### config.mk
export PLATFORM = sky130hd
export DESIGN_NAME = ccov_ctrl
export DESIGN_NICKNAME = d
export VERILOG_FILES = /design/src/rtl/cigar_coverage_accumulator_top_assert.svh /design/src/rtl/ccov_pkg.sv /design/src/rtl/ccov_ctrl.sv
export SDC_FILE = /design/constraint.sdc
export NUM_CORES = 1
export LEC_CHECK = 0
export BUFFER_PORTS_ARGS = -buffer_cell sky130_fd_sc_hd__clkbuf_2
export CAP_MARGIN = 20
export CORE_AREA = 2 2 39 41
export CTS_CLUSTER_SIZE = 28
export DETAILED_ROUTE_END_ITERATION = 8
export DIE_AREA = 0 0 41 43
export SETUP_SLACK_MARGIN = 0.15
export SLEW_MARGIN = 40
export SYNTH_ARGS = -nofsm -noshare
export SYNTH_HDL_FRONTEND = slang
export SYNTH_SLANG_ARGS = --single-unit
### constraint.sdc
create_clock -name clk -period 1.07 [get_ports clk]
set_input_delay 0.107 -clock clk [delete_from_list [all_inputs] [get_ports clk]]
set_output_delay 0.107 -clock clk [all_outputs]
set_load 0.05 [all_outputs]
### src/rtl/cigar_coverage_accumulator_top_assert.svh
// ----------------------------------------------------------------------------
// Coverage accumulator assertion macros
// Concurrent check helpers clocked on clk, held off while rst_n is low.
// ----------------------------------------------------------------------------
`ifndef CIGAR_COVERAGE_ACCUMULATOR_TOP_ASSERT_SVH
`define CIGAR_COVERAGE_ACCUMULATOR_TOP_ASSERT_SVH

`ifndef NO_ASSERTIONS

`define CCOV_ASSERT_HOLD(label, expr) \
    label: assert property (@(posedge clk) disable iff (!rst_n) (expr)) \
        else $error("coverage accumulator check failed");

`define CCOV_ASSERT_IMPLY(label, cause, effect) \
    label: assert property (@(posedge clk) disable iff (!rst_n) (cause) |-> (effect)) \
        else $error("coverage accumulator check failed");

`define CCOV_ASSERT_NEXT(label, cause, effect) \
    label: assert property (@(posedge clk) disable iff (!rst_n) (cause) |=> (effect)) \
        else $error("coverage accumulator check failed");

`else

`define CCOV_ASSERT_HOLD(label, expr)
`define CCOV_ASSERT_IMPLY(label, cause, effect)
`define CCOV_ASSERT_NEXT(label, cause, effect)

`endif

`endif

### src/rtl/ccov_pkg.sv
// ----------------------------------------------------------------------------
// ccov_pkg
// Shared types, sizes and codes of the coverage accumulator.
// ----------------------------------------------------------------------------
package ccov_pkg;

    localparam int NUM_REFERENCES   = 4;
    localparam int REFERENCE_LENGTH = 65536;
    localparam int COUNT_WIDTH      = 16;

    localparam int STORE_DEPTH = NUM_REFERENCES * REFERENCE_LENGTH;
    localparam int ADDR_W      = $clog2(STORE_DEPTH);
    localparam int CURSOR_W    = $clog2(REFERENCE_LENGTH + 1);
    localparam int LEN_W       = 16;
    localparam int WALK_W      = ((CURSOR_W > LEN_W) ? CURSOR_W : LEN_W) + 1;

    localparam logic [1:0] ACT_BEGIN = 2'd0;
    localparam logic [1:0] ACT_APPLY = 2'd1;
    localparam logic [1:0] ACT_READ  = 2'd2;

    localparam logic [3:0] OP_M  = 4'd0;
    localparam logic [3:0] OP_D  = 4'd2;
    localparam logic [3:0] OP_N  = 4'd3;
    localparam logic [3:0] OP_EQ = 4'd7;
    localparam logic [3:0] OP_X  = 4'd8;

    localparam logic [1:0] STRAND_BOTH    = 2'd0;
    localparam logic [1:0] STRAND_FORWARD = 2'd1;
    localparam logic [1:0] STRAND_REVERSE = 2'd2;

    localparam logic REG_STRAND_MODE = 1'b0;

    typedef struct packed {
        logic [1:0]       action;
        logic [1:0]       ref_id;
        logic [15:0]      base_position;
        logic             reverse_strand;
        logic [3:0]       op_code;
        logic [LEN_W-1:0] op_length;
    } item_t;

    typedef struct packed {
        logic [15:0] coverage_count;
        logic        out_of_range;
        logic        saturated;
    } result_t;

    typedef struct packed {
        logic clr_step;
        logic load;
        logic exec;
        logic walk_rd;
        logic walk_wr;
        logic walk_done;
        logic read_capture;
        logic push;
    } cmd_t;

    typedef struct packed {
        logic clear_last;
        logic need_walk;
        logic need_read;
        logic walk_end;
        logic slot_free;
    } status_t;

endpackage

### src/rtl/ccov_ctrl.sv
// ----------------------------------------------------------------------------
// ccov_ctrl
// Sequencer: clearing pass, item intake, base walk and result hand-off.
// ----------------------------------------------------------------------------
module ccov_ctrl
    import ccov_pkg::*;
(
    input  logic    clk,
    input  logic    rst_n,
    input  logic    item_valid,
    output logic    item_stall,
    input  status_t status,
    output cmd_t    cmd
);

    typedef enum logic [2:0] {
        ST_CLEAR,
        ST_IDLE,
        ST_EXEC,
        ST_WALK_RD,
        ST_WALK_WR,
        ST_READ_WAIT,
        ST_FINISH
    } state_t;

    state_t state_reg;
    state_t state_next;

    always_ff @(posedge clk or negedge rst_n)
    begin
        if (!rst_n)
        begin
            state_reg <= ST_CLEAR;
        end
        else
        begin
            state_reg <= state_next;
        end
    end

    always_comb
    begin
        state_next = state_reg;
        cmd        = '0;
        unique case (state_reg)
            ST_CLEAR:
            begin
                cmd.clr_step = 1'b1;
                if (status.clear_last)
                begin
                    state_next = ST_IDLE;
                end
            end
            ST_IDLE:
            begin
                if (item_valid)
                begin
                    cmd.load   = 1'b1;
                    state_next = ST_EXEC;
                end
            end
            ST_EXEC:
            begin
                cmd.exec = 1'b1;
                priority if (status.need_walk)
                begin
                    state_next = ST_WALK_RD;
                end
                else if (status.need_read)
                begin
                    state_next = ST_READ_WAIT;
                end
                else
                begin
                    state_next = ST_FINISH;
                end
            end
            ST_WALK_RD:
            begin
                if (status.walk_end)
                begin
                    cmd.walk_done = 1'b1;
                    state_next    = ST_FINISH;
                end
                else
                begin
                    cmd.walk_rd = 1'b1;
                    state_next  = ST_WALK_WR;
                end
            end
            ST_WALK_WR:
            begin
                cmd.walk_wr = 1'b1;
                state_next  = ST_WALK_RD;
            end
            ST_READ_WAIT:
            begin
                cmd.read_capture = 1'b1;
                state_next       = ST_FINISH;
            end
            ST_FINISH:
            begin
                if (status.slot_free)
                begin
                    cmd.push   = 1'b1;
                    state_next = ST_IDLE;
                end
            end
            default:
            begin
                state_next = ST_CLEAR;
            end
        endcase
    end

    assign item_stall = (state_reg != ST_IDLE);

endmodule

# [Word-level counts from Yosys, hierarchy flattened]
# Index checks and enable logic that the tools add are counted.
[word_totals] reg_bits=3 word_cells=32
[op_classes] mux=19 reduce_logical=2 eq_ne=10
[ops] cell="$pmux 3 s7" n=1
[ops] cell="$mux 1" n=12
[ops] cell="$mux 3" n=4
[ops] cell="$eq 3x3->1 const B" n=3
[ops] cell="$eq 3x2->1 const B" n=2
[ops] cell="$ne 2x2->1 const B" n=3
[ops] cell="$mux 2" n=2
[ops] cell="$eq 3x1->1 const B" n=1
[ops] cell="$logic_not 3->1" n=1
[ops] cell="$ne 3x1->1 const B" n=1
[ops] cell="$reduce_and 3->1" n=1

# [Depth between registers and ports, before layout]
# Gate-level depths: netlist (run 1).
[depth] ltp_word=3 ltp_mapped=4

# [Worst setup path after synthesis (run 1)]
# No wires, ideal clock.
[synth_timing] path_type="register to output" startpoint="reg state_reg[0]" endpoint="out cmd[6] (netlist bit)" required_time_ps=963 setup_slack_ps=-768 path_stages_with_launch=5 path_buffers=1 arrival_time_ps=1731 cell_sequence="dfrtp_1 > buf_6 > and2b_1 > nand2b_1 > nor2_1"
[synth_lines] item="start: declaration" line_no="ccov_ctrl.sv:26" source="state_t state_reg;"
[synth_lines] item="start signal: assignment" line_no="ccov_ctrl.sv:37" source="state_reg <= state_next;"
[synth_lines] item="end: declaration" line_no="ccov_ctrl.sv:13" source="output cmd_t cmd"

==> impl_metrics.tcl, run 1 <==
set metrics [dict create \
    fin_crit_ns 1.35 \
    place_congestion 0.833 \
    hold_path.class "input pin to async pin" \
    die_x_um 41 \
    final_cells 82 \
    cp_max_fo 4 \
    critical_path_class "flop to output pin" \
    finalNetCount 75 \
    setup_viol 12 \
    critPathArrivalTime_ns 1.24 \
    final_cell_area_um2 684 \
    cp.required_ns 0.96 \
    ys.flop_type "dfrtp_1" \
    syn_nets 45 \
    diodes 0 \
    die_height_um 43 \
    drt_first_pass_iters 4 \
    failed_checks "negative setup slack" \
    viasPerCell 4.67 \
    h-tree-depth 1 \
    syn_area_um2 305 \
    synth_cell_types 26 \
    report.final.hold_viol_count 0 \
    clkSinkCount 3 \
    std_cell_rows 14 \
    clk_pin_slew_ns 0.04 \
    ant_nets 0 \
    synth_top_area_frac 0.246 \
    drt_iter0_drc 5 \
    num_io_pins 17 \
    grt.total_usage 0.127 \
    synth_seq_cells 3 \
    place_area_um2 499 \
    clock_skew_ns 0.00328 \
    clockBufferDepth 2 \
    clockRootBuffer "clkbuf_4" \
    fin_crit_sh 1.26 \
    synthTopCellsByCount "nor2_1, dfrtp_1" \
    finalSetupTns_ns -2.35 \
    async_flop_share 1.00 \
    largest_reg_flops 3 \
    final_util 0.495 \
    post-route-worst-setup-slack_ns -0.275 \
    clock.fmax_mhz 743 \
    dp_cells 75 \
    drc 0 \
    antenna_found_initial 0 \
    cts_tree "done" \
    drive_gt1_frac 0.682 \
    yosysMostFrequentCell "nor2_1" \
    p_total_mw 2.35 \
    run_status "complete, but fails checks" \
    worstMarginPinSlew_ns 0.197 \
    synth_warnings 0 \
    synth_area_leaders "dfrtp_1, nor2_1, and2b_1" \
    avgSynthCellArea_um2 8.25 \
    cts_made_buffers 3 \
    grt_setup_unrepaired "yes" \
    start_util 0.221 \
    post-synth-top-area-cell "dfrtp_1" \
    seq_area_frac_synth 0.246 \
    drv_cap 0 \
    core_area_um2 1380 \
    gr-total-overflow 0 \
    grt_pass1_vias 372 \
    clk-insertion-delay-late_ns 0.24 \
    place_ws_ns -0.116 \
    num_vias 383 \
    p_per_area_nw_per_um2 3440 \
    die_area_um2 1760 \
    hpwl_um 636 \
    leakagePower_nw 0.319 \
    numPortBuffers 16 \
    synthCells 37 \
    routedWlPerCell_um 11.7 \
    finalWirelength_um 963 \
    max_slew_margin 0.868 \
    synth_edf_count 0 \
    cp-start-kind "flop" \
    grt_pass1_wl_um 1460 \
    whs_ns 0.195 \
    slew_violations 0 \
    grt_max_degree 13 \
    syn2layout_area_growth_pct 124 \
    endpoint_kind "output pin" \
    irDropWorstVdd_mv 1.12 \
]
[metal layers]
layer,global-route usage,part of all wire,wire length [um]
met5,0,0,0
met1,0.143,0.39,376
met3,0.0157,0.036,35
met4,0.100,0.023,22
met2,0.200,0.55,528
[layout by cell type, fill, tap and decap left out, types with 2 or more instances in the layout]
cell       netlist  routed
buf_4            1      10
clkbuf_2         0       7
buf_8            0       5
nor2_1           5       3
clkbuf_4         0       3
clkbuf_16        0       3
dfrtp_1          3       3
and2b_2          0       2
and3_4           0       2
nor2_4           0       2
inv_1            2       2
[worst max-delay path: stages (launching register included)]
cell and delay (ns):
dfrtp_1 0.36, and2b_2 0.28, and3_4 0.20, clkbuf_16 0.16
[where the power goes]
group | internal, mW | total (mW) | switching, mW
combinational | 0.960 | 1.93 | 0.966
sequential | 0.177 | 0.223 | 0.0461
clock | 0.140 | 0.204 | 0.0640
total | 1.28 | 2.35 | 1.08
[path summary, 6_finish.rpt]
check | start | to | slack (ns) | cells past startpoint
max in group asynchronous | rst_n | state_reg[0] | 0.76 | 2
min in group clk | status[2] | state_reg[0] | 0.23 | 4
worst max register to register | state_reg[0] | state_reg[1] | -0.19 | 5
worst max-delay path | state_reg[2] | cmd[2] | -0.28 | 3
worst min register to register | state_reg[1] | state_reg[0] | 0.67 | 2
worst min-delay path | rst_n | state_reg[1] | 0.20 | 2
[layout make-up]
type / instances / area (um2)
Multi-Input combinational cell: 29 / 260
Fill cell: 133 / 699
Tap cell: 16 / 20.0
Sequential cell: 3 / 75.1
Timing Repair Buffer: 28 / 295
Inverter: 2 / 7.51
Clock buffer: 4 / 26.3
[cell families (layout without fill, tap and decap cells)]
logic type,after synthesis,in the layout,synth area share
AO/OA/AOI/OAI,8,8,0.201
XOR/XNOR,1,1,0.0287
buffers and inverters,5,34,0.102
flip-flops,3,3,0.246
multiplexers,1,1,0.0328
AND/OR/NAND/NOR,19,19,0.389
[repair_timing]
item	CTS	global route
pin swaps	4	0
hold endpoints to repair	3	0
resized for setup	24	7
setup endpoints to repair	12	12
setup buffers	2	0
hold buffers	1	0
Note: power is estimated with default switching activity, not from simulation.
==> run 2: changes to the inputs <==
- CELL_PAD_IN_SITES_DETAIL_PLACEMENT: unset -> 0
- CELL_PAD_IN_SITES_GLOBAL_PLACEMENT: unset -> 1
- CTS_CLUSTER_DIAMETER: unset -> 60
- PLACE_DENSITY_LB_ADDON: unset -> 0.1
==> run 2 against run 1 <==
The flow still finishes with violations (negative setup slack). Clock power shrank 3%. Clock skew is essentially flat. Global-route usage shrank 1.5 points. Design area shrank 3.3%. Hold slack gained 0.011 ns.
==> impl_metrics.tcl, run 2 (synthesis results as in run 1) <==
set metrics [dict create \
    whs_ns 0.207 \
    max_slew_margin 0.884 \
    cp.required_ns 0.96 \
    critPathTopFamily "flip-flops" \
    post-route-worst-setup-slack_ns -0.266 \
    run_status "complete, but fails checks" \
    hpwl_um 639 \
    p_per_area_nw_per_um2 3420 \
    num_io_pins 17 \
    syn2layout_area_growth_pct 117 \
    leakagePower_nw 0.302 \
    gr-total-overflow 0 \
    clockRootBuffer "clkbuf_4" \
    final_cell_mix "clkbuf_2, buf_4, buf_8" \
    clock_skew_ns 0.00302 \
    max_stage_delay_ns 0.42 \
    std_cell_rows 14 \
    hold_path.class "input pin to async pin" \
    place_congestion 0.773 \
    cp-start-kind "flop" \
    slew_violations 0 \
    worstMarginPinSlew_ns 0.169 \
    cp_max_fo 7 \
    grt_pass1_wl_um 1320 \
    drt_iter0_drc 3 \
    place_ws_ns -0.150 \
    die_area_um2 1760 \
    clockBufferDepth 2 \
    diodes 0 \
    irDropWorstVdd_mv 1.37 \
    failed_checks "negative setup slack" \
    num_vias 351 \
    clk-insertion-delay-late_ns 0.23 \
    die_x_um 41 \
    core_area_um2 1380 \
    drt_first_pass_iters 4 \
    clk_pin_slew_ns 0.04 \
    fill_cells 136 \
    setup_viol 12 \
    numPortBuffers 16 \
    path_cells "and2b_2, and3_4, clkbuf_16" \
    final_common_cell "clkbuf_2" \
    finalWirelength_um 837 \
    h-tree-depth 1 \
    critPathArrivalTime_ns 1.23 \
    final_cell_area_um2 662 \
    grt_setup_unrepaired "yes" \
    largest_reg_flops 3 \
    ant_nets 0 \
    routedWlPerCell_um 10.6 \
    start_util 0.221 \
    endpoint_kind "output pin" \
    clkSinkCount 3 \
    grt.total_usage 0.112 \
    critical_path_class "flop to output pin" \
    cts_tree "done" \
    grt_max_degree 14 \
    finalNetCount 72 \
    critPathSlowestCell "dfrtp_2" \
    fin_crit_ns 1.34 \
    antenna_found_initial 0 \
    report.final.hold_viol_count 0 \
    drv_cap 0 \
    clock.fmax_mhz 748 \
    critPathBufInv 1 \
    place_area_um2 522 \
    cts_made_buffers 3 \
    drc 0 \
    viasPerCell 4.44 \
    fin_crit_sh 1.25 \
    die_height_um 43 \
    p_total_mw 2.26 \
    drive_gt1_frac 0.667 \
    grt_pass1_vias 321 \
]
-- run 2: path summary, 6_finish.rpt --
check | start | end | slack (ns) | cells after the start
setup / recovery | state_reg[0] | cmd[2] | -0.27 | 3
hold / removal | rst_n | state_reg[1] | 0.21 | 2
setup reg to reg | state_reg[1] | state_reg[1] | -0.17 | 5
hold reg to reg | state_reg[0] | state_reg[2] | 0.57 | 1
max in group asynchronous | rst_n | state_reg[0] | 0.74 | 2
min in group clk | status[2] | state_reg[1] | 0.27 | 3
-- run 2: what timing repair did --
action	in CTS	in global routing
buffers inserted	1	1
resized for setup	18	6
endpoints found under the hold margin	3	0
pin swaps	3	1
hold buffers	1	0
setup endpoints to repair	12	12
-- run 2: area by class of cell --
type	instances	area (um2)	share of cell area
repair buffers	25	275	0.416
clock buffers	4	26.3	0.0397
inverters	2	7.51	0.0113
flip-flops and latches	3	77.6	0.117
well taps	16	20.0	0.0302
multi-input cells	29	255	0.386
-- run 2: metrics by stage --
stage,utilization,setup TNS (ns),std cells
3_3_place_gp,0.377,-0.785,72
5_1_grt,0.478,-3.00,79
2_1_floorplan,-,-0.971,37
4_1_cts,0.466,-2.62,78
3_5_place_dp,0.377,-0.896,72
6_report,0.478,-2.39,79
-- run 2: routing by layer --
layer / GRT usage / part of all wire / vias up
met2: 0.150 / 0.49 / 10
met1: 0.155 / 0.46 / 160
met4: 0.0600 / 0 / 0
met5: 0 / 0 / -
met3: 0.0314 / 0.055 / 0
li1: - / - / 181
-- run 2: power by group --
part | total [mW] | internal, mW | switching, mW
Combinational | 1.81 | 0.901 | 0.904
Clock | 0.197 | 0.140 | 0.0569
Sequential | 0.259 | 0.185 | 0.0741
Total | 2.26 | 1.23 | 1.04
-- run 2: worst reg2reg max path, stage by stage, from the launching register on --
cell	delay [ns]
dfrtp_2	0.44
buf_6	0.13
nor3_4	0.20
buf_4	0.13
a31oi_1	0.04
a31o_1	0.18
